`config.mk`:
```
export PLATFORM = sky130hd
export DESIGN_NAME = phase_driven_transport_with_faders_unit
export DESIGN_NICKNAME = d
export VERILOG_FILES = /design/src/rtl/core/pdtf_pkg.sv /design/src/rtl/core/pdtf_div.sv /design/src/rtl/core/pdtf_seq.sv /design/src/rtl/core/phase_driven_transport_with_faders_unit.sv
export SDC_FILE = /design/constraint.sdc
export NUM_CORES = 2
export LEC_CHECK = 0
export BUFFER_PORTS_ARGS = -buffer_cell sky130_fd_sc_hd__buf_2
export CAP_MARGIN = 20
export CORE_MARGIN = 1
export CORE_UTILIZATION = 60
export DETAILED_ROUTE_END_ITERATION = 16
export MAX_ROUTING_LAYER = met4
export PLACE_DENSITY = 0.82
export SLEW_MARGIN = 20
export SYNTH_ARGS = -nofsm -noshare
export SYNTH_HDL_FRONTEND = slang
export SYNTH_HIERARCHICAL = 1
export SYNTH_SLANG_ARGS = --single-unit
```
`constraint.sdc`:
```
create_clock -name clk -period 9.25 [get_ports clk]
set_input_delay 1.3875 -clock clk [delete_from_list [all_inputs] [get_ports clk]]
set_output_delay 1.3875 -clock clk [all_outputs]
set_load 0.02 [all_outputs]
```
`src/rtl/core/pdtf_pkg.sv`:
```
// Package for the phase driven transport with faders.
// Holds fixed-point formats, command and register codes, and shared types.
// No dependencies.
package pdtf_pkg;

	localparam int FRAC_BITS  = 24;
	localparam int BAR_BITS   = 16;
	localparam int TIME_W     = BAR_BITS + FRAC_BITS;
	localparam int PHASE_BITS = 24;
	localparam int SCALE_W    = 24;
	localparam int SCALE_FRAC = 16;
	localparam int LOOP_W     = 39;
	localparam int GAIN_W     = 24;
	localparam int LEVEL_W    = 32;
	localparam int GAIN_SHIFT = LEVEL_W - GAIN_W;
	localparam int DUR_W      = 24;
	localparam int CMD_W      = 2;
	localparam int DIFF_W     = LEVEL_W + 1;
	localparam int DVD_W      = DIFF_W;
	localparam int CNT_W      = $clog2(DVD_W + 1);
	localparam int DPH_W      = PHASE_BITS + 1;
	localparam int PROD_W     = SCALE_W + 1 + DPH_W;
	localparam int INC_SHIFT  = SCALE_FRAC + PHASE_BITS - FRAC_BITS;
	localparam int INC_W      = PROD_W - INC_SHIFT;
	localparam int CFG_W      = LOOP_W;
	localparam int CFG_IDX_W  = 1;

	// input tdata layout, lowest bits first
	localparam int PHASE_LO  = 0;
	localparam int SET_LO    = PHASE_LO + PHASE_BITS;
	localparam int TARGET_LO = SET_LO + TIME_W;
	localparam int DUR_LO    = TARGET_LO + GAIN_W;
	localparam int IN_USED_W = DUR_LO + DUR_W;
	localparam int IN_DATA_W = ((IN_USED_W + 7) / 8) * 8;

	// output tdata layout, lowest bits first
	localparam int BAR_LO     = TIME_W;
	localparam int CHG_LO     = BAR_LO + BAR_BITS;
	localparam int MASTER_LO  = CHG_LO + 1;
	localparam int AUX_LO     = MASTER_LO + GAIN_W;
	localparam int OUT_USED_W = AUX_LO + GAIN_W;
	localparam int OUT_DATA_W = ((OUT_USED_W + 7) / 8) * 8;

	typedef logic [CMD_W-1:0] cmd_t;
	localparam cmd_t CMD_TICK        = 2'd0;
	localparam cmd_t CMD_SET_TIME    = 2'd1;
	localparam cmd_t CMD_MASTER_FADE = 2'd2;
	localparam cmd_t CMD_AUX_FADE    = 2'd3;

	typedef logic [CFG_IDX_W-1:0] reg_idx_t;
	localparam reg_idx_t REG_TIME_SCALE  = 1'd0;
	localparam reg_idx_t REG_LOOP_LENGTH = 1'd1;

	localparam logic [SCALE_W-1:0] TIME_SCALE_RESET = SCALE_W'(1) << SCALE_FRAC;
	localparam logic signed [TIME_W-1:0] TIME_RESET = {{BAR_BITS{1'b1}}, {FRAC_BITS{1'b0}}};
	localparam logic signed [BAR_BITS-1:0] LAST_BAR_RESET = BAR_BITS'(-100);

	typedef struct packed {
		logic              start;
		logic [DVD_W-1:0]  dividend;
		logic [DUR_W-1:0]  divisor;
	} div_req_t;

	typedef struct packed {
		logic signed [GAIN_W-1:0]   aux_gain;
		logic signed [GAIN_W-1:0]   master_gain;
		logic                       bar_changed;
		logic signed [BAR_BITS-1:0] bar_number;
		logic signed [TIME_W-1:0]   time_position;
	} result_t;

endpackage

```
`src/rtl/core/pdtf_div.sv`:
```
// Shared restoring divider, one quotient bit per cycle.
// Depends on pdtf_pkg for widths and the request struct.
module pdtf_div import pdtf_pkg::*; (
	input  logic             clk,
	input  logic             arst_n,
	input  div_req_t         req,
	output logic             done,
	output logic [DVD_W-1:0] quotient
);

	logic [DUR_W-1:0] rem_q;
	logic [DUR_W-1:0] dvs_q;
	logic [DVD_W-1:0] quo_q;
	logic [CNT_W-1:0] cnt_q;
	logic             busy_q;
	logic             done_q;
	logic [DUR_W:0]   trial;
	logic             fits;

	assign trial = {rem_q, quo_q[DVD_W-1]};
	assign fits  = trial >= {1'b0, dvs_q};

	always_ff @(posedge clk or negedge arst_n) begin
		if (!arst_n) begin
			busy_q <= 1'b0;
			done_q <= 1'b0;
			cnt_q  <= '0;
		end else begin
			done_q <= 1'b0;
			if (req.start) begin
				busy_q <= 1'b1;
				cnt_q  <= CNT_W'(DVD_W);
			end else if (busy_q) begin
				cnt_q <= cnt_q - 1'b1;
				if (cnt_q == CNT_W'(1)) begin
					busy_q <= 1'b0;
					done_q <= 1'b1;
				end
			end
		end
	end

	always_ff @(posedge clk) begin
		if (req.start) begin
			rem_q <= '0;
			dvs_q <= req.divisor;
			quo_q <= req.dividend;
		end else if (busy_q) begin
			rem_q <= fits ? DUR_W'(trial - {1'b0, dvs_q}) : trial[DUR_W-1:0];
			quo_q <= {quo_q[DVD_W-2:0], fits};
		end
	end

	assign done     = done_q;
	assign quotient = quo_q;

endmodule

```
`src/rtl/core/pdtf_seq.sv`:
```
// Sequencer and state of the transport: phase fold, scale, accumulate, wrap,
// gain ramps and ramp setup through the shared divider. Depends on pdtf_pkg.
module pdtf_seq import pdtf_pkg::*; (
	input  logic                     clk,
	input  logic                     arst_n,
	input  logic                     in_valid,
	output logic                     in_ready,
	input  cmd_t                     in_cmd,
	input  logic [PHASE_BITS-1:0]    in_phase,
	input  logic signed [TIME_W-1:0] in_set_time,
	input  logic signed [GAIN_W-1:0] in_target,
	input  logic [DUR_W-1:0]         in_duration,
	input  logic [SCALE_W-1:0]       time_scale,
	input  logic [LOOP_W-1:0]        loop_length,
	input  logic                     out_free,
	output logic                     res_valid,
	output result_t                  res,
	output div_req_t                 div_req,
	input  logic                     div_done,
	input  logic [DVD_W-1:0]         div_quo
);

	typedef enum logic [3:0] {
		S_IDLE, S_FOLD, S_MUL, S_ADD, S_WRAP, S_OUT, S_DIFF, S_ABS, S_DIV, S_STEP
	} state_t;

	localparam logic signed [DPH_W-1:0] PH_HALF = DPH_W'(1) << (PHASE_BITS - 1);
	localparam logic signed [DPH_W-1:0] PH_FULL = DPH_W'(1) << PHASE_BITS;
	localparam logic signed [LEVEL_W-1:0] LVL_MAX = {1'b0, {(LEVEL_W-1){1'b1}}};
	localparam logic signed [LEVEL_W-1:0] LVL_MIN = {1'b1, {(LEVEL_W-1){1'b0}}};
	localparam logic signed [TIME_W-1:0] T_MAX = {1'b0, {(TIME_W-1){1'b1}}};
	localparam logic signed [TIME_W-1:0] T_MIN = {1'b1, {(TIME_W-1){1'b0}}};

	state_t state_q;
	cmd_t   cmd_q;
	logic [PHASE_BITS-1:0]    phase_q;
	logic [PHASE_BITS-1:0]    prev_phase_q;
	logic signed [GAIN_W-1:0] target_q;
	logic [DUR_W-1:0]         dur_q;
	logic signed [DPH_W-1:0]  dph_q;
	logic signed [PROD_W-1:0] prod_q;
	logic signed [TIME_W-1:0] tsat_q;
	logic signed [TIME_W-1:0] time_pos_q;
	logic signed [BAR_BITS-1:0] last_bar_q;
	logic signed [LEVEL_W-1:0] m_level_q, m_step_q, a_level_q, a_step_q;
	logic [DUR_W-1:0]         m_left_q, a_left_q;
	logic signed [DIFF_W-1:0] diff_q;
	logic                     neg_q;
	logic                     res_valid_q;
	result_t                  res_q;
	div_req_t                 div_req_q;

	logic signed [DPH_W-1:0]    dph;
	logic signed [INC_W-1:0]    inc;
	logic signed [TIME_W:0]     tsum;
	logic signed [TIME_W-1:0]   tsat;
	logic                       wrap;
	logic signed [LEVEL_W:0]    m_sum, a_sum;
	logic signed [LEVEL_W-1:0]  m_next, a_next, sel_level;
	logic signed [LEVEL_W-1:0]  tgt_level;
	logic signed [LEVEL_W+1:0]  quo_signed;
	logic signed [LEVEL_W-1:0]  step_sat;
	logic signed [BAR_BITS-1:0] bar;

	function automatic logic signed [LEVEL_W-1:0] sat_level(input logic signed [LEVEL_W:0] v);
		if (v[LEVEL_W] != v[LEVEL_W-1])
			return v[LEVEL_W] ? LVL_MIN : LVL_MAX;
		return v[LEVEL_W-1:0];
	endfunction

	always_comb begin
		dph = $signed({1'b0, phase_q}) - $signed({1'b0, prev_phase_q});
		if (dph < -PH_HALF)
			dph = dph + PH_FULL;
		else if (dph > PH_HALF)
			dph = dph - PH_FULL;
	end

	assign inc  = prod_q[PROD_W-1:INC_SHIFT];
	assign tsum = $signed({time_pos_q[TIME_W-1], time_pos_q}) + (TIME_W+1)'(inc);
	assign tsat = (tsum[TIME_W] != tsum[TIME_W-1]) ? (tsum[TIME_W] ? T_MIN : T_MAX)
		: tsum[TIME_W-1:0];
	assign wrap = (loop_length != '0) && !tsat_q[TIME_W-1]
		&& (tsat_q[TIME_W-2:0] >= loop_length);

	assign m_sum  = $signed({m_level_q[LEVEL_W-1], m_level_q})
		+ $signed({m_step_q[LEVEL_W-1], m_step_q});
	assign a_sum  = $signed({a_level_q[LEVEL_W-1], a_level_q})
		+ $signed({a_step_q[LEVEL_W-1], a_step_q});
	assign m_next = sat_level(m_sum);
	assign a_next = sat_level(a_sum);

	assign sel_level  = (cmd_q == CMD_AUX_FADE) ? a_level_q : m_level_q;
	assign tgt_level  = {target_q, {GAIN_SHIFT{1'b0}}};
	assign quo_signed = neg_q ? -$signed({1'b0, div_quo}) : $signed({1'b0, div_quo});
	assign step_sat   = (quo_signed > (LEVEL_W+2)'(LVL_MAX)) ? LVL_MAX
		: (quo_signed < (LEVEL_W+2)'(LVL_MIN)) ? LVL_MIN : quo_signed[LEVEL_W-1:0];
	assign bar = time_pos_q[TIME_W-1:FRAC_BITS];

	always_ff @(posedge clk or negedge arst_n) begin
		if (!arst_n) begin
			state_q      <= S_IDLE;
			time_pos_q   <= TIME_RESET;
			prev_phase_q <= '0;
			last_bar_q   <= LAST_BAR_RESET;
			m_level_q    <= '0;
			m_step_q     <= '0;
			m_left_q     <= '0;
			a_level_q    <= '0;
			a_step_q     <= '0;
			a_left_q     <= '0;
			res_valid_q  <= 1'b0;
			div_req_q    <= '0;
		end else begin
			res_valid_q <= 1'b0;
			case (state_q)
				S_IDLE: begin
					if (in_valid) begin
						cmd_q    <= in_cmd;
						phase_q  <= in_phase;
						target_q <= in_target;
						dur_q    <= in_duration;
						case (in_cmd)
							CMD_TICK:     state_q <= S_FOLD;
							CMD_SET_TIME: time_pos_q <= in_set_time;
							default:      state_q <= S_DIFF;
						endcase
					end
				end
				S_FOLD: begin
					dph_q        <= dph;
					prev_phase_q <= phase_q;
					state_q      <= S_MUL;
				end
				S_MUL: begin
					prod_q  <= $signed({1'b0, time_scale}) * dph_q;
					state_q <= S_ADD;
				end
				S_ADD: begin
					tsat_q  <= tsat;
					state_q <= S_WRAP;
				end
				S_WRAP: begin
					time_pos_q <= wrap ? '0 : tsat_q;
					if (m_left_q != '0) begin
						m_level_q <= m_next;
						m_left_q  <= m_left_q - 1'b1;
					end
					if (a_left_q != '0) begin
						a_level_q <= a_next;
						a_left_q  <= a_left_q - 1'b1;
					end
					state_q <= S_OUT;
				end
				S_OUT: begin
					if (out_free) begin
						res_valid_q         <= 1'b1;
						res_q.time_position <= time_pos_q;
						res_q.bar_number    <= bar;
						res_q.bar_changed   <= bar != last_bar_q;
						res_q.master_gain   <= m_level_q[LEVEL_W-1:GAIN_SHIFT];
						res_q.aux_gain      <= a_level_q[LEVEL_W-1:GAIN_SHIFT];
						last_bar_q          <= bar;
						state_q             <= S_IDLE;
					end
				end
				S_DIFF: begin
					diff_q <= $signed({tgt_level[LEVEL_W-1], tgt_level})
						- $signed({sel_level[LEVEL_W-1], sel_level});
					if (dur_q == '0) begin
						if (cmd_q == CMD_AUX_FADE) begin
							a_step_q <= '0;
							a_left_q <= '0;
						end else begin
							m_step_q <= '0;
							m_left_q <= '0;
						end
						state_q <= S_IDLE;
					end else begin
						state_q <= S_ABS;
					end
				end
				S_ABS: begin
					neg_q              <= diff_q[DIFF_W-1];
					div_req_q.start    <= 1'b1;
					div_req_q.dividend <= diff_q[DIFF_W-1] ? DVD_W'(-diff_q) : DVD_W'(diff_q);
					div_req_q.divisor  <= dur_q;
					state_q            <= S_DIV;
				end
				S_DIV: begin
					div_req_q.start <= 1'b0;
					if (div_done)
						state_q <= S_STEP;
				end
				S_STEP: begin
					if (cmd_q == CMD_AUX_FADE) begin
						a_step_q <= step_sat;
						a_left_q <= dur_q;
					end else begin
						m_step_q <= step_sat;
						m_left_q <= dur_q;
					end
					state_q <= S_IDLE;
				end
				default: state_q <= S_IDLE;
			endcase
		end
	end

	assign in_ready  = state_q == S_IDLE;
	assign res_valid = res_valid_q;
	assign res       = res_q;
	assign div_req   = div_req_q;

endmodule

```
`src/rtl/core/phase_driven_transport_with_faders_unit.sv`:
```
// Phase driven musical transport with master and aux gain faders.
//
// Channels: s_* takes one item per command; s_tuser holds the command (tick,
// set time, start master/aux fade). Only ticks give an m_* item, one each.
// The user must write time_scale (index 0) and loop_length (index 1) through
// cfg_we/cfg_index/cfg_wdata only while the block idles; it is not enforced.
//
// Steps: a tick passes the fold, multiply, add, wrap and output states to the
// output register; no new command is taken before it leaves the output state.
// Set time is applied in the idle state. A fade start passes the diff, abs,
// divide and step states, waiting on the shared divider, which forms one
// quotient bit per cycle; a fade with zero duration ends in the diff state.
//
// Reset: time goes to minus one bar, gains, ramps and phase history to zero,
// time_scale to 1.0 and looping off. The output register parts the two sides:
// a stalled receiver holds the finished item in place while the next command
// is taken and worked; a tick then waits before its output step.
// Depends on pdtf_pkg, pdtf_seq and pdtf_div.
module phase_driven_transport_with_faders_unit import pdtf_pkg::*; (
	input  logic                  clk,
	input  logic                  arst_n,
	input  logic                  s_tvalid,
	output logic                  s_tready,
	input  logic [IN_DATA_W-1:0]  s_tdata,  // phase, set_time, target_gain, duration_samples
	input  logic [CMD_W-1:0]      s_tuser,  // cmd
	output logic                  m_tvalid,
	input  logic                  m_tready,
	output logic [OUT_DATA_W-1:0] m_tdata,  // time_position, bar_number, bar_changed,
	                                        // master_gain, aux_gain, zero fill
	input  logic                  cfg_we,
	input  logic [CFG_IDX_W-1:0]  cfg_index,
	input  logic [CFG_W-1:0]      cfg_wdata
);

	logic [SCALE_W-1:0]    time_scale_q;
	logic [LOOP_W-1:0]     loop_length_q;
	logic                  m_tvalid_q;
	logic [OUT_DATA_W-1:0] m_tdata_q;
	logic                  out_free;
	logic                  res_valid;
	result_t               res;
	div_req_t              div_req;
	logic                  div_done;
	logic [DVD_W-1:0]      div_quo;

	always_ff @(posedge clk or negedge arst_n) begin
		if (!arst_n) begin
			time_scale_q  <= TIME_SCALE_RESET;
			loop_length_q <= '0;
		end else if (cfg_we) begin
			case (cfg_index)
				REG_TIME_SCALE:  time_scale_q  <= cfg_wdata[SCALE_W-1:0];
				REG_LOOP_LENGTH: loop_length_q <= cfg_wdata[LOOP_W-1:0];
				default: ;
			endcase
		end
	end

	assign out_free = !m_tvalid_q || m_tready;

	always_ff @(posedge clk or negedge arst_n) begin
		if (!arst_n) begin
			m_tvalid_q <= 1'b0;
		end else if (res_valid) begin
			m_tvalid_q <= 1'b1;
		end else if (m_tready) begin
			m_tvalid_q <= 1'b0;
		end
	end

	always_ff @(posedge clk) begin
		if (res_valid)
			m_tdata_q <= {{(OUT_DATA_W-OUT_USED_W){1'b0}}, res.aux_gain, res.master_gain,
				res.bar_changed, res.bar_number, res.time_position};
	end

	pdtf_seq u_seq (
		.clk         (clk),
		.arst_n      (arst_n),
		.in_valid    (s_tvalid),
		.in_ready    (s_tready),
		.in_cmd      (s_tuser),
		.in_phase    (s_tdata[PHASE_LO +: PHASE_BITS]),
		.in_set_time (s_tdata[SET_LO +: TIME_W]),
		.in_target   (s_tdata[TARGET_LO +: GAIN_W]),
		.in_duration (s_tdata[DUR_LO +: DUR_W]),
		.time_scale  (time_scale_q),
		.loop_length (loop_length_q),
		.out_free    (out_free),
		.res_valid   (res_valid),
		.res         (res),
		.div_req     (div_req),
		.div_done    (div_done),
		.div_quo     (div_quo)
	);

	pdtf_div u_div (
		.clk      (clk),
		.arst_n   (arst_n),
		.req      (div_req),
		.done     (div_done),
		.quotient (div_quo)
	);

	assign m_tvalid = m_tvalid_q;
	assign m_tdata  = m_tdata_q;

endmodule

```
-- Word-level counts from Yosys, hierarchy flattened
Index checks and enable logic that the tools add are counted.
- bits in registers: 905
- bits in latches: 0
- bits in writable memories: 0
- ROM bits: 0
- bits of input ports: 159
- output and inout port bits: 114
- logic and storage cells: 183
- memories kept: 0
- add/sub/neg operators: 13
- multiply operators: 1
- divide/modulo/power cells: 0
- order comparisons: 6
- eq/ne operators: 28
- shifts and indexed selects: 0
- mux-type cells: 61
- bitwise gates (word level): 1
- reductions and logical operators: 35
- operator list (cell ; count):
    32-bit 2-to-1 mux ; 15
    24-bit 2-to-1 mux ; 9
    40-bit 2-to-1 mux ; 5
    24-bit one-hot mux with 3 select lines ; 2
    32-bit one-hot mux with 2 select lines ; 2
    33-bit 2-to-1 mux ; 3
    40-bit one-hot mux with 2 select lines ; 1
    32-bit by 32-bit adder with 33-bit output ; 2
    25-bit by 25-bit multiplier with 50-bit output ; 1
    25-bit 2-to-1 mux ; 2
    24-bit nonzero test ; 2
    24-bit by 1-bit subtractor with 24-bit output (second input constant) ; 2
    40-bit by 34-bit adder with 41-bit output ; 1
    39-bit >= comparator ; 1
    39-bit nonzero test ; 1
    4-bit one-hot mux with 9 select lines ; 1
    34-bit by 32-bit > comparator with 1-bit output (second input constant) ; 1
    34-bit by 32-bit less-than comparator with 1-bit output (second input constant) ; 1
    34-bit 2-to-1 mux ; 1
    33-bit negator with 34-bit output ; 1
    33-bit negator ; 1
    32-bit by 32-bit subtractor with 33-bit output ; 1
    25-bit adder (second input constant) ; 1
    25-bit by 24-bit >= comparator with 1-bit output ; 1
    other kinds (36) ; 87

-- Longest topological paths before layout
- word-level depth: 7
- depth in mapped cells: 27
- mapped depth without buffers: 26

-- Modules after synthesis
The synthesis kept the hierarchy.
- modules (own cells, without submodules) (module ; times used ; cells an instance ; area each (µm²) ; sequential area each (µm²)):
    pdtf_seq ; 1 ; 5348 ; 53104.7 ; 16906.2
    phase_driven_transport_with_faders_unit ; 1 ; 251 ; 5730.5 ; 4755.8
    pdtf_div ; 1 ; 454 ; 4953.5 ; 2392.3

-- Worst setup path after synthesis
No wires, ideal clock.
- path kind: register to register
- start: register time_scale_q[16]
- end: register u_seq.prod_q[49] (data pin)
- setup time: 260 ps
- arrival time: 6689 ps
- required time: 8990 ps
- slack: 2301 ps
- cell stages (with the launch flop): 24
- path buffers: 1
- clock period less this slack: 6949 ps
- cell sequence: dfstp_2 > clkbuf_1 > nand2_1 > fa_1 > fa_1 > inv_1 > fa_1 > fa_1 > fa_1 > fa_1 > inv_1 > fa_1 > inv_1 > ha_1 > a21o_1 > a21o_1 > a21oi_1 > o21ai_0 > a221oi_1 > o21ai_2 > a2111oi_1 > o31ai_1 > a21oi_1 > xnor2_1
- longest elaborated chain between the ends: 1
- RTL lines (what ; line ; RTL):
    start: declaration ; phase_driven_transport_with_faders_unit.sv:35 ; logic [SCALE_W-1:0] time_scale_q;
    start signal: assignment ; phase_driven_transport_with_faders_unit.sv:52 ; REG_TIME_SCALE: time_scale_q <= cfg_wdata[SCALE_W-1:0];
    25-bit by 25-bit multiplier with 50-bit output ; pdtf_seq.sv:136 ; prod_q <= $signed({1'b0, time_scale}) * dph_q;
    end signal: assignment ; pdtf_seq.sv:136 ;
    end: declaration ; pdtf_seq.sv:41 ; logic signed [PROD_W-1:0] prod_q;
No other way between the ends.
A chain may end at the register's enable or synchronous reset.

-- Final worst setup path
- start: register u_seq.dph_q[4]
- end: register u_seq.prod_q[49] (data pin)
- longest elaborated chain between the ends: 1
- RTL lines (what ; line ; RTL):
    start: declaration ; pdtf_seq.sv:40 ; logic signed [DPH_W-1:0] dph_q;
    start signal: assignment ; pdtf_seq.sv:131 ; dph_q <= dph;
    25-bit by 25-bit multiplier with 50-bit output ; pdtf_seq.sv:136 ;
No other way between the ends.

==> out/results.tsv <==
stage	metric	value	unit
outcome	outcome	finished with violations	
outcome	violations	design-rule violations	
worst_setup_path	r2r_cells	22	
worst_setup_path	startpoint	u_seq/dph_q[4]	
sta	relSlewSlack	0.199	
cells_and_area	drive_gt1_frac	0.113	
worst_setup_path	r2r_slack	960	ps
worst_setup_path	critPathKind	reg -> reg	
route	via_count	46400	
worst_setup_path	r2r-start	u_seq/dph_q[4]	
synth	ys_top_cells_by_area	edfxtp_1 (22%), fa_1 (16%), dfrtp_1 (14%), ha_1 (8.4%), inv_1 (4.2%)	
synth	avgSynthCellArea	10.5	sq um
clock_tree	cts_tree	yes	
sta	slew_viol_final	0	
floorplanning	row_count	119	
synth	ys_ff_latch	873	
worst_setup_path	r2r-end	u_seq/prod_q[49]	
synth	async_flop_share	0.448	
clock_tree	clock_path_buffers	3	
synth	yosysUniqueCellTypes	113	
sta	finClkSkew	29.4	ps
synth	syn_area	63800	sq um
place	portBuffers	265	
clock_tree	cts_root_buf	clkbuf_16	
clock_tree	clkSinkCount	873	
floorplanning	core	105000	sq um
sta	timing.final.crit_share	0.897	
floorplanning	die_y	328	um
synth	syn_inst	6053	
clock_tree	cts_hold_buf	0	
sta	max_freq	121	MHz
grt	grt-ovfl-total	0	
synth	yosys.area.top_type	edfxtp_1	
route	drtAntennaViolNets	0	
cells_and_area	post-route-util	0.660	
worst_hold_path	whs_endpoint	m_tdata[95]	
clock_tree	clkTransAtPathRegs	60	ps
sta	worst_hold_slack	414	ps
worst_hold_path	min_path_cells	0	
worst_setup_path	worstSetupEndpointType	flop	
route	drc	63	
place	detailed_place_hpwl	120000	um
clock_tree	cts_max_level	3	
sta	tightest_slew	1170	ps
floorplanning	die_width	328	um
floorplanning	io_pins	273	
synth	synth_edf_count	458	
sta	hold_violations	0	
worst_setup_path	critPathRequiredTime	9690	ps
synth	ys_warn_count	6	
clock_tree	cts_resized	0	
grt	grt_pass1_wl	259000	um
route	drt_iter0_markers	4638	
worst_setup_path	cp.arrival	8740	ps
cells_and_area	finalNetCount	7293	
clock_tree	postCtsSetupBuffers	0	
grt	gr-usage-all-layers	0.316	
sta	grt_setup_unrepaired	false	
clock_tree	cts_made_buffers	94	
route	routedWlPerCell	21.3	um
sta	finalSetupViolations	0	
cells_and_area	areaGrowthSynthToFinish	9.11	%
route	drtPass1Iterations	14	
grt	first_global_vias	46600	
synth	synth_top_cell_area_share	0.216	
clock_tree	clock_latency	700	ps
route	wl	164000	um
route	routed_via_density	6.04	
worst_hold_path	hp-class	reg -> reg	
sta	finalCriticalPeriod	8290	ps
worst_setup_path	critPathLaunchType	flop	
floorplanning	start_util	0.605	
floorplanning	die-area	108000	sq um
place	gp_congestion	0.975	
synth	synth_ff_type	edfxtp_1	
flow_run	drv_cap	0	
sta	tns	0	ps
worst_hold_path	hold_start	u_seq/res[95]	
grt	grt_max_degree	127	
worst_setup_path	critical_path.max_fanout	22	
grt	antenna_found_initial	8	
synth	ys_seq_area_frac	0.377	
critical path, cell delays in order, from the launching register on:
cell and delay, ps:
edfxtp_1 1070, nand2_1 200, fa_1 540, fa_1 510
inv_1 60, fa_1 560, ha_1 150, inv_1 50
fa_1 480, inv_1 60, fa_1 560, fa_1 420
ha_1 320, and4_1 220, and3_1 190, a32oi_1 310
o31ai_1 700, nand4_1 370, o21ai_2 480, a2111oi_1 180
o31ai_1 370, a21oi_1 130, xnor2_1 130
metrics by stage:
stage | cell area (sq um) | setup slack, ps | std cells
after floorplan | 63800 | 2300 | 6059
after global placement | 66100 | 1350 | 7488
after detailed placement | 66100 | 1230 | 7488
after CTS | 69500 | 1200 | 7665
after global routing | 69600 | 480 | 7677
final | 69600 | 956 | 7677
placed cells by master, fill, tap and decap left out, types with 24 or more instances in the layout:
cell type,n
inv_1,715
nand2_1,602
fa_1,507
edfxtp_1,458
ha_1,430
dfrtp_1,360
and2_1,315
nor2_1,289
buf_2,264
o21ai_0,260
a21oi_1,255
xor2_1,140
a21o_1,134
xnor2_1,132
clkbuf_16,95
mux2_2,93
o21ai_1,81
nand2b_1,56
nor3_1,55
nand3_1,50
buf_4,49
mux2i_1,49
a211oi_1,41
a22o_1,40
nor2b_1,38
o31ai_1,35
a221o_1,35
nand4_1,34
o21a_1,34
nor4_1,33
mux2_4,30
o221a_1,30
dfstp_2,29
o21bai_1,25
or3_1,24
and3_1,24
dfxtp_1,24
worst max-delay path by stage:
stage               slack, ps                to  cells after the start
global route              480  u_seq/prod_q[49]                     22
floorplan                2300  u_seq/prod_q[49]                     23
CTS                      1200  u_seq/prod_q[49]                     23
global placement         1350  u_seq/prod_q[49]                     23
detailed placement       1230  u_seq/prod_q[49]                     23
finish                    960  u_seq/prod_q[49]                     22
state kept, by name, indices dropped and copies added (netlist names), 33 cells and up:
register,count
u_seq/diff_q,33
u_seq/prod_q,34
u_div/quotient,33
u_seq/div_req,58
u_seq/time_pos_q,40
loop_length_q,39
m_tdata,105
u_seq/res,89
u_seq/tsat_q,40
logic make-up after synthesis:
kind of cell	share of synthesized area
other	0.0000588
and+or+nand+nor	0.124
buffers and inverters	0.0623
xor gates and xnor gates	0.0376
muxes	0.0312
AOI/OAI and AO/OA	0.122
adders and majority gates	0.245
DFF	0.377
layer usage:
layer  vias up  wire length [um]  global-route usage
met5         -                 0                   -
met4         0              4560              0.0955
met3       325             16100              0.0683
met2      2185             73500               0.472
met1     23000             69700               0.435
li1      20900                 -                   -
cells in the mapped netlist (29+ instances only):
master / number
a211oi_1: 41
a21o_1: 134
a21oi_1: 255
a221o_1: 36
a22o_1: 40
and2_1: 316
buf_4: 35
clkbuf_1: 202
dfrtp_1: 362
dfstp_2: 29
edfxtp_1: 458
fa_1: 507
ha_1: 430
inv_1: 715
mux2_2: 93
mux2_4: 30
mux2i_1: 49
nand2_1: 605
nand2b_1: 56
nand3_1: 51
nand4_1: 34
nor2_1: 296
nor2b_1: 39
nor3_1: 58
nor4_1: 34
o21a_1: 34
o21ai_0: 261
o21ai_1: 81
o221a_1: 30
o31ai_1: 35
xnor2_1: 132
xor2_1: 140
area by class of cell:
cell class	count	area, sq um
sequential	873	24100
multi-input combinational	4191	35900
tap	1391	1740
timing repair buffer	320	1820
inverter	717	2690
clock buffer	114	2480
clock inverter	63	881
antenna	8	20.0
fill	7938	35800
Power is left out: the tool's default activity adds up to more than one toggle a clock period on the data nets, which glitch-free logic cannot reach.
